File: config.mk
export PLATFORM = sky130hd
export DESIGN_NAME = mtrr_memory_type_resolver
export DESIGN_NICKNAME = d
export VERILOG_FILES = /design/src/hdl/mtrr_pkg.sv /design/src/hdl/mtrr_front.sv /design/src/hdl/mtrr_cmd_q.sv /design/src/hdl/mtrr_back.sv /design/src/hdl/mtrr_memory_type_resolver.sv
export SDC_FILE = /design/constraint.sdc
export NUM_CORES = 2
export LEC_CHECK = 0
export BUFFER_PORTS_ARGS = -buffer_cell sky130_fd_sc_hd__buf_2
export CAP_MARGIN = 20
export CORE_MARGIN = 2
export CORE_UTILIZATION = 30
export CTS_CLUSTER_SIZE = 16
export DETAILED_ROUTE_END_ITERATION = 8
export HOLD_SLACK_MARGIN = 0.03
export PLACE_DENSITY = 0.43
export REMOVE_ABC_BUFFERS = 1
export SLEW_MARGIN = 10
export SYNTH_ARGS = -nofsm -noshare
export SYNTH_HDL_FRONTEND = slang
export SYNTH_HIERARCHICAL = 1
export SYNTH_SLANG_ARGS = --single-unit
File: constraint.sdc
create_clock -name clk -period 11.5 [get_ports clk]
set_input_delay 0.575 -clock clk [delete_from_list [all_inputs] [get_ports clk]]
set_output_delay 0.575 -clock clk [all_outputs]
set_load 0.005 [all_outputs]
File: src/hdl/mtrr_pkg.sv
// ----------------------------------------------------------------------------
// mtrr_pkg
// Shared constants and types for the memory type resolver.
// ----------------------------------------------------------------------------
package mtrr_pkg;

	localparam int MAX_ENTRIES    = 8;
	localparam int WORD_W         = 64;
	localparam int PAGE_LSB       = 12;
	localparam int FIELD_W        = WORD_W - PAGE_LSB;
	localparam int TYPE_W         = 8;
	localparam int SLOT_W         = 3;
	localparam int CNT_W          = 4;
	localparam int CFG_IDX_W      = 2;
	localparam int CFG_DATA_W     = 8;
	localparam int MASK_VALID_BIT = 11;

	localparam logic [TYPE_W-1:0] TYPE_UC = 8'd0;
	localparam logic [TYPE_W-1:0] TYPE_WT = 8'd4;
	localparam logic [TYPE_W-1:0] TYPE_WB = 8'd6;

	typedef enum logic [CFG_IDX_W-1:0] {
		CFG_DEFAULT_ENABLE = 2'd0,
		CFG_DEFAULT_TYPE   = 2'd1,
		CFG_ACTIVE_ENTRIES = 2'd2
	} cfg_idx_t;

	typedef struct packed {
		logic               enable;
		logic [TYPE_W-1:0]  dtype;
		logic [CNT_W-1:0]   count;
	} cfg_t;

	// key holds the base for a write word and the address for a lookup word
	typedef struct packed {
		logic               is_write;
		logic [SLOT_W-1:0]  slot;
		logic [FIELD_W-1:0] key;
		logic [TYPE_W-1:0]  etype;
		logic [FIELD_W-1:0] mask;
		logic               evalid;
	} cmd_t;

	typedef struct packed {
		logic [TYPE_W-1:0]  mem_type;
		logic               type_valid;
	} res_t;

	typedef struct packed {
		logic full;
		logic empty;
	} qstat_t;

endpackage

File: src/hdl/mtrr_front.sv
// ----------------------------------------------------------------------------
// mtrr_front
// Input stage: accepts words, splits them into write or lookup commands.
// ----------------------------------------------------------------------------
module mtrr_front (
	input  logic                                  clk,
	input  logic                                  arst_n,
	input  logic                                  push,
	output logic                                  full,
	input  logic                                  mode,
	input  logic [mtrr_pkg::SLOT_W-1:0]           entry_index,
	input  logic [mtrr_pkg::WORD_W-1:0]           entry_base,
	input  logic [mtrr_pkg::WORD_W-1:0]           entry_mask,
	input  logic [mtrr_pkg::WORD_W-1:0]           address,
	output logic                                  cmd_push,
	output mtrr_pkg::cmd_t                        cmd,
	input  mtrr_pkg::qstat_t                      q_stat
);

	logic            v_s1;
	mtrr_pkg::cmd_t  cmd_s1;
	mtrr_pkg::cmd_t  dec;
	logic            in_ready;
	logic            accept;

	assign in_ready = !v_s1 || !q_stat.full;
	assign accept   = push && in_ready;
	assign full     = !in_ready;
	assign cmd_push = v_s1;
	assign cmd      = cmd_s1;

	always_comb begin
		dec.is_write = !mode;
		dec.slot     = entry_index;
		dec.key      = mode ? address[mtrr_pkg::WORD_W-1:mtrr_pkg::PAGE_LSB]
		                    : entry_base[mtrr_pkg::WORD_W-1:mtrr_pkg::PAGE_LSB];
		dec.etype    = entry_base[mtrr_pkg::TYPE_W-1:0];
		dec.mask     = entry_mask[mtrr_pkg::WORD_W-1:mtrr_pkg::PAGE_LSB];
		dec.evalid   = entry_mask[mtrr_pkg::MASK_VALID_BIT];
	end

	always_ff @(posedge clk or negedge arst_n) begin
		if (!arst_n) begin
			v_s1 <= 1'b0;
		end else begin
			v_s1 <= accept || (v_s1 && q_stat.full);
		end
	end

	always_ff @(posedge clk) begin
		if (accept) begin
			cmd_s1 <= dec;
		end
	end

endmodule

File: src/hdl/mtrr_cmd_q.sv
// ----------------------------------------------------------------------------
// mtrr_cmd_q
// Two-entry command queue between the front and back sections.
// ----------------------------------------------------------------------------
module mtrr_cmd_q (
	input  logic              clk,
	input  logic              arst_n,
	input  logic              wr,
	input  mtrr_pkg::cmd_t    wr_data,
	input  logic              rd,
	output mtrr_pkg::cmd_t    rd_data,
	output mtrr_pkg::qstat_t  stat
);

	mtrr_pkg::cmd_t  mem_q [2];
	logic            wr_ptr_q;
	logic            rd_ptr_q;
	logic [1:0]      cnt_q;
	logic            do_wr;
	logic            do_rd;

	assign stat.full  = (cnt_q == 2'd2);
	assign stat.empty = (cnt_q == 2'd0);
	assign do_wr      = wr && !stat.full;
	assign do_rd      = rd && !stat.empty;
	assign rd_data    = mem_q[rd_ptr_q];

	always_ff @(posedge clk or negedge arst_n) begin
		if (!arst_n) begin
			wr_ptr_q <= 1'b0;
			rd_ptr_q <= 1'b0;
			cnt_q    <= 2'd0;
		end else begin
			if (do_wr) begin
				wr_ptr_q <= !wr_ptr_q;
			end
			if (do_rd) begin
				rd_ptr_q <= !rd_ptr_q;
			end
			case ({do_wr, do_rd})
				2'b10:   cnt_q <= cnt_q + 2'd1;
				2'b01:   cnt_q <= cnt_q - 2'd1;
				default: cnt_q <= cnt_q;
			endcase
		end
	end

	always_ff @(posedge clk) begin
		if (do_wr) begin
			mem_q[wr_ptr_q] <= wr_data;
		end
	end

endmodule

File: src/hdl/mtrr_back.sv
// ----------------------------------------------------------------------------
// mtrr_back
// Range table, parallel match and type resolution, result queue.
// ----------------------------------------------------------------------------
module mtrr_back (
	input  logic                         clk,
	input  logic                         arst_n,
	input  mtrr_pkg::cfg_t               cfg,
	input  mtrr_pkg::cmd_t               cmd,
	input  mtrr_pkg::qstat_t             q_stat,
	output logic                         cmd_pop,
	input  logic                         pop,
	output logic                         empty,
	output logic [mtrr_pkg::TYPE_W-1:0]  mem_type,
	output logic                         type_valid
);

	logic [mtrr_pkg::FIELD_W-1:0] base_q  [mtrr_pkg::MAX_ENTRIES];
	logic [mtrr_pkg::FIELD_W-1:0] mask_q  [mtrr_pkg::MAX_ENTRIES];
	logic [mtrr_pkg::TYPE_W-1:0]  type_q  [mtrr_pkg::MAX_ENTRIES];
	logic [mtrr_pkg::MAX_ENTRIES-1:0] valid_q;

	logic [mtrr_pkg::MAX_ENTRIES-1:0] hit;
	logic [mtrr_pkg::TYPE_W-1:0]      first_type;
	logic                             saw_uc;
	logic                             saw_wt;
	logic                             saw_wb;
	mtrr_pkg::res_t                   res;

	mtrr_pkg::res_t  out_q [2];
	logic            owr_ptr_q;
	logic            ord_ptr_q;
	logic [1:0]      ocnt_q;
	logic            out_pop;
	logic            room;
	logic            res_push;
	logic            tbl_wr;

	assign empty    = (ocnt_q == 2'd0);
	assign out_pop  = pop && !empty;
	assign room     = (ocnt_q != 2'd2) || out_pop;
	assign cmd_pop  = !q_stat.empty && (cmd.is_write || room);
	assign res_push = cmd_pop && !cmd.is_write;
	assign tbl_wr   = cmd_pop && cmd.is_write;

	assign mem_type   = out_q[ord_ptr_q].mem_type;
	assign type_valid = out_q[ord_ptr_q].type_valid;

	always_comb begin
		first_type = mtrr_pkg::TYPE_UC;
		saw_uc     = 1'b0;
		saw_wt     = 1'b0;
		saw_wb     = 1'b0;
		for (int k = 0; k < mtrr_pkg::MAX_ENTRIES; k++) begin
			hit[k] = (32'(cfg.count) > k) && valid_q[k] && (|mask_q[k])
			         && (((cmd.key ^ base_q[k]) & mask_q[k]) == '0);
			saw_uc = saw_uc || (hit[k] && (type_q[k] == mtrr_pkg::TYPE_UC));
			saw_wt = saw_wt || (hit[k] && (type_q[k] == mtrr_pkg::TYPE_WT));
			saw_wb = saw_wb || (hit[k] && (type_q[k] == mtrr_pkg::TYPE_WB));
		end
		for (int k = mtrr_pkg::MAX_ENTRIES - 1; k >= 0; k--) begin
			if (hit[k]) begin
				first_type = type_q[k];
			end
		end
		if (!cfg.enable) begin
			res.mem_type   = mtrr_pkg::TYPE_UC;
			res.type_valid = 1'b0;
		end else begin
			res.type_valid = 1'b1;
			if (hit == '0) begin
				res.mem_type = cfg.dtype;
			end else if (saw_uc) begin
				res.mem_type = mtrr_pkg::TYPE_UC;
			end else if (saw_wt && saw_wb) begin
				res.mem_type = mtrr_pkg::TYPE_WT;
			end else begin
				res.mem_type = first_type;
			end
		end
	end

	always_ff @(posedge clk or negedge arst_n) begin
		if (!arst_n) begin
			for (int k = 0; k < mtrr_pkg::MAX_ENTRIES; k++) begin
				base_q[k] <= '0;
				mask_q[k] <= '0;
				type_q[k] <= '0;
			end
			valid_q <= '0;
		end else if (tbl_wr) begin
			for (int k = 0; k < mtrr_pkg::MAX_ENTRIES; k++) begin
				if (32'(cmd.slot) == k) begin
					base_q[k]  <= cmd.key;
					mask_q[k]  <= cmd.mask;
					type_q[k]  <= cmd.etype;
					valid_q[k] <= cmd.evalid;
				end
			end
		end
	end

	always_ff @(posedge clk or negedge arst_n) begin
		if (!arst_n) begin
			owr_ptr_q <= 1'b0;
			ord_ptr_q <= 1'b0;
			ocnt_q    <= 2'd0;
		end else begin
			if (res_push) begin
				owr_ptr_q <= !owr_ptr_q;
			end
			if (out_pop) begin
				ord_ptr_q <= !ord_ptr_q;
			end
			case ({res_push, out_pop})
				2'b10:   ocnt_q <= ocnt_q + 2'd1;
				2'b01:   ocnt_q <= ocnt_q - 2'd1;
				default: ocnt_q <= ocnt_q;
			endcase
		end
	end

	always_ff @(posedge clk) begin
		if (res_push) begin
			out_q[owr_ptr_q] <= res;
		end
	end

endmodule

File: src/hdl/mtrr_memory_type_resolver.sv
// ----------------------------------------------------------------------------
// mtrr_memory_type_resolver
// Variable memory-range type lookup with a front decode stage, a command
// queue and a back section holding the range table.
// ----------------------------------------------------------------------------
// Path: front stage register, command queue, range match, result queue.
// Throughput: one word per cycle while full is low; all table entries compare
//   in parallel in the back section, and the two-entry result queue absorbs
//   a pop stall.
// Reset: arst_n clears config registers, table entries and both queues;
//   the block is ready to take words as soon as reset is released.
module mtrr_memory_type_resolver (
	input  logic                                  clk,
	input  logic                                  arst_n,
	input  logic                                  push,
	output logic                                  full,
	input  logic                                  mode,
	input  logic [mtrr_pkg::SLOT_W-1:0]           entry_index,
	input  logic [mtrr_pkg::WORD_W-1:0]           entry_base,
	input  logic [mtrr_pkg::WORD_W-1:0]           entry_mask,
	input  logic [mtrr_pkg::WORD_W-1:0]           address,
	output logic                                  empty,
	input  logic                                  pop,
	output logic [mtrr_pkg::TYPE_W-1:0]           mem_type,
	output logic                                  type_valid,
	input  logic                                  cfg_we,
	input  logic [mtrr_pkg::CFG_IDX_W-1:0]        cfg_index,
	input  logic [mtrr_pkg::CFG_DATA_W-1:0]       cfg_data
);

	mtrr_pkg::cfg_t    cfg_q;
	logic              cmd_push;
	mtrr_pkg::cmd_t    cmd_in;
	mtrr_pkg::cmd_t    cmd_head;
	mtrr_pkg::qstat_t  q_stat;
	logic              cmd_pop;

	always_ff @(posedge clk or negedge arst_n) begin
		if (!arst_n) begin
			cfg_q <= '0;
		end else if (cfg_we) begin
			case (mtrr_pkg::cfg_idx_t'(cfg_index))
				mtrr_pkg::CFG_DEFAULT_ENABLE: cfg_q.enable <= cfg_data[0];
				mtrr_pkg::CFG_DEFAULT_TYPE:   cfg_q.dtype  <= cfg_data;
				mtrr_pkg::CFG_ACTIVE_ENTRIES: cfg_q.count  <= cfg_data[mtrr_pkg::CNT_W-1:0];
				default:                      cfg_q        <= cfg_q;
			endcase
		end
	end

	mtrr_front u_front (
		.clk         (clk),
		.arst_n      (arst_n),
		.push        (push),
		.full        (full),
		.mode        (mode),
		.entry_index (entry_index),
		.entry_base  (entry_base),
		.entry_mask  (entry_mask),
		.address     (address),
		.cmd_push    (cmd_push),
		.cmd         (cmd_in),
		.q_stat      (q_stat)
	);

	mtrr_cmd_q u_cmd_q (
		.clk     (clk),
		.arst_n  (arst_n),
		.wr      (cmd_push),
		.wr_data (cmd_in),
		.rd      (cmd_pop),
		.rd_data (cmd_head),
		.stat    (q_stat)
	);

	mtrr_back u_back (
		.clk        (clk),
		.arst_n     (arst_n),
		.cfg        (cfg_q),
		.cmd        (cmd_head),
		.q_stat     (q_stat),
		.cmd_pop    (cmd_pop),
		.pop        (pop),
		.empty      (empty),
		.mem_type   (mem_type),
		.type_valid (type_valid)
	);

`ifndef SYNTHESIS
	a_reset_empty: assert property (@(posedge clk) $rose(arst_n) |-> empty)
		else $error("result queue not empty after reset");

	a_invalid_zero: assert property (@(posedge clk) disable iff (!arst_n)
		(!empty && !type_valid) |-> (mem_type == mtrr_pkg::TYPE_UC))
		else $error("invalid word carries nonzero type");

	a_cmdq_sane: assert property (@(posedge clk) disable iff (!arst_n)
		!(q_stat.full && q_stat.empty))
		else $error("command queue full and empty");

	a_pop_only_nonempty: assert property (@(posedge clk) disable iff (!arst_n)
		cmd_pop |-> !q_stat.empty)
		else $error("command popped from empty queue");
`endif

endmodule
==> reports/metrics.cfg <==
[timing]
slew_violations = 0
period_share_pct = 52.71
setup_viol = 0
timing.hold.ws_ns = 0.09039
post-route-min-period_ns = 6.062
skew_ns = 0.03523
rsz0062_at_grt = false
tightest_slew_ns = 1.266
relSlewSlack_pct = 15.60
maxClockFrequency_mhz = 165.0
hold_viol_final = 0

[floorplanning]
start_util_pct = 30.28
core_um2 = 185800
ios = 222
die_x_um = 437.1
core.rowCount = 158
die_y_um = 437.1
die_area_um2 = 191100

[synth]
synth_area_leaders = dfrtp_1, mux2_2, edfxtp_1
ys.flop_type = dfrtp_1
postSynthRegisterBits = 1295
synth_cells = 3737
synth-edff-count = 369
synth_top_cell_by_area = dfrtp_1
ys_types = 69
avgSynthCellArea_um2 = 15.06
yosysWarningCount = 6
synth_area_um2 = 56280
synthTopCellsByCount = mux2_2, dfrtp_1, xor2_1, edfxtp_1, a22oi_1
synth_top_area_share_pct = 41.18
synth.most_common_cell = mux2_2
ys_seq_area_share_pct = 60.87
async_flop_share_pct = 71.51

[clock_network]
clock-root-buffer = clkbuf_16
clock_latency_ns = 0.80
clock_path_buffers = 3
post_cts_buffers = 0
cts_hold_buf = 111
cts_tree = yes
cts_max_level = 4
ctsResizeCount = 0
clkSlewWorstSetupHoldPaths_ns = 0.06
cts.sinks = 1295
cts-buffers-inserted = 152

[outcome]
outcome = complete, no violations

[pwr]
p_per_area_nw_per_um2 = 323.2
netSwitchingPower_mw = 8.607
switching_share_pct = 40.32
p_seq_share_pct = 40.5
ir_drop_v = 0.0001533
internal-power_mw = 12.74
p_leak_nw = 26.83
clkPwrFrac_pct = 22.3
combPwrFrac_pct = 37.2

[route]
antenna_left = 0
routed_wl_um = 202900
first_pass_iters = 5
vias_per_cell = 5.023
wl_per_cell_um = 30.43
vias = 33487
drcViolationCount = 0
dr.first_iter.drc_count = 2683

[worst_setup_path]
setup.worst_path.start_class = flip-flop
critPathKind = reg2reg
cp_max_fo = 53
required_ns = 12.02
cp.arrival_ns = 6.58
critPathCaptureType = flip-flop

[flow_run]
drv_cap = 0

[cells_and_area]
syn_to_final_growth_pct = 17.35
post-route-util_pct = 35.54
drive_above_1_share_pct = 39.01
final_cells = 6667
fillers = 18168
nets = 4265

[placement]
dp_hpwl_um = 139100
place.port_buffers = 194
dp.cells = 6264
gp_congestion = 0.8981

[global_route]
grt_util_all_layers_pct = 21.11
grt_start_max_net_pins = 173
overflow = 0
grt_pass1_wl_um = 279600
antenna_found_initial = 31
grt_pass1_vias = 33793

[hold_path]
hold_class = in2reg

[cell type report]
class / instances / area, um2 / area share, %
Antenna cell: 9 / 22.52 / 0.03410
Clock buffer: 233 / 4425 / 6.701
Clock inverter: 47 / 437.9 / 0.6631
Inverter: 10 / 37.54 / 0.05684
Multi-Input combinational cell: 2205 / 20990 / 31.79
Sequential cell: 1295 / 34260 / 51.87
Tap cell: 2480 / 3103 / 4.699
Timing Repair Buffer: 388 / 2763 / 4.183
[worst max-delay path, cell delays in order, from the launching register on]
cell	delay [ns]
dfrtp_4	0.79
buf_12	0.31
mux2_4	0.48
buf_4	0.26
xor2_1	0.18
a22oi_1	0.70
nand4_1	0.31
nor4_4	0.72
nand2_2	0.28
and3_1	0.25
a2111oi_0	0.81
o221a_2	0.38
o21ai_1	0.08
[sequential cells by signal, indices dropped and copies added, names as in the netlist, 2 cells and up]
| signal | flops |
|---|---|
| cfg_q | 13 |
| u_back/base_q | 416 |
| u_back/mask_q | 416 |
| u_back/ocnt_q | 2 |
| u_back/out_q | 18 |
| u_back/type_q | 64 |
| u_back/valid_q | 8 |
| u_cmd_q/cnt_q | 2 |
| u_cmd_q/mem_q | 234 |
| u_front/cmd | 117 |
[layout by cell type (no fill, tap or decap), types with 9 or more instances in the layout]
cell | Yosys | layout
nand3_1 | 35 | 35
buf_2 | 92 | 194
clkbuf_16 | 0 | 158
a22oi_1 | 191 | 191
a21oi_1 | 13 | 13
inv_1 | 9 | 9
clkinv_2 | 0 | 22
nand2_1 | 57 | 56
nor4_1 | 123 | 114
dlygate4sd3_1 | 0 | 111
o21ai_0 | 13 | 13
edfxtp_1 | 369 | 369
and3_1 | 16 | 14
diode_2 | 0 | 9
mux2_2 | 1023 | 1023
buf_4 | 1 | 78
nand4_1 | 79 | 79
dfrtp_1 | 926 | 925
mux2_4 | 69 | 69
clkbuf_1 | 104 | 56
xor2_1 | 420 | 420
nor2_1 | 38 | 35
clkbuf_8 | 0 | 19
clkinv_1 | 0 | 9
nor4_2 | 7 | 16
[worst paths after layout]
| kind | start | to | slack (ns) | cells after the start |
|---|---|---|---|---|
| worst max-delay path | u_cmd_q/rd_ptr_q$_DFFE_PN0P_ | u_back/out_q[1][5]$_DFFE_PP_ | 5.44 | 12 |
| worst min register to register | u_front/cmd[41]$_DFFE_PP_ | u_cmd_q/mem_q[1][41]$_DFFE_PP_ | 0.44 | 0 |
| worst min-delay path | address[45] | u_front/cmd[94]$_DFFE_PP_ | 0.09 | 2 |
| worst max register to register | u_cmd_q/rd_ptr_q$_DFFE_PN0P_ | u_back/out_q[1][5]$_DFFE_PP_ | 5.44 | 12 |
| max in group asynchronous | arst_n | u_back/base_q[273]$_DFFE_PN0P_ | 8.10 | 5 |
| min in group asynchronous | arst_n | u_back/mask_q[234]$_DFFE_PN0P_ | 0.42 | 2 |
[routing by layer]
layer,vias up,GRT usage [%],part of all wire (%),wire length (um)
met5,-,0,0.0084,17
met4,2,5.929,2.7,5557
met3,229,3.438,5.4,11040
met2,877,33.50,47,94660
met1,17837,29.70,45,91600
li1,14542,-,-,-
[power groups by stage]
stage               Combinational, mW  Clock (mW)  Sequential, mW
floorplan                        4.93           0            7.93
global placement                 7.92           0            8.67
detailed placement               7.98           0            8.72
CTS                              8.04        4.91            8.65
global route                     8.44        5.10            8.86
finish                           7.93        4.77            8.65
[cells by family after synthesis]
logic type	count (synthesis)	synth area share [%]
flops	1295	60.87
mux	1092	22.31
xor+xnor	426	6.630
simple gates	409	4.400
compound gates	276	3.704
buf+inv	237	2.043
fa+ha+maj	2	0.04446
[through the flow]
stage	setup TNS, ns	total power [mW]	cell area (um2)	setup slack, ns
6_report	0	21.35	66040	5.438
5_1_grt	0	22.40	66020	5.336
4_1_cts	0	21.59	66000	5.434
3_5_place_dp	0	16.70	60020	5.436
3_3_place_gp	0	16.60	60020	5.449
2_1_floorplan	-327.70	12.87	55160	-1.460
Power figures use the tool's default switching activity.
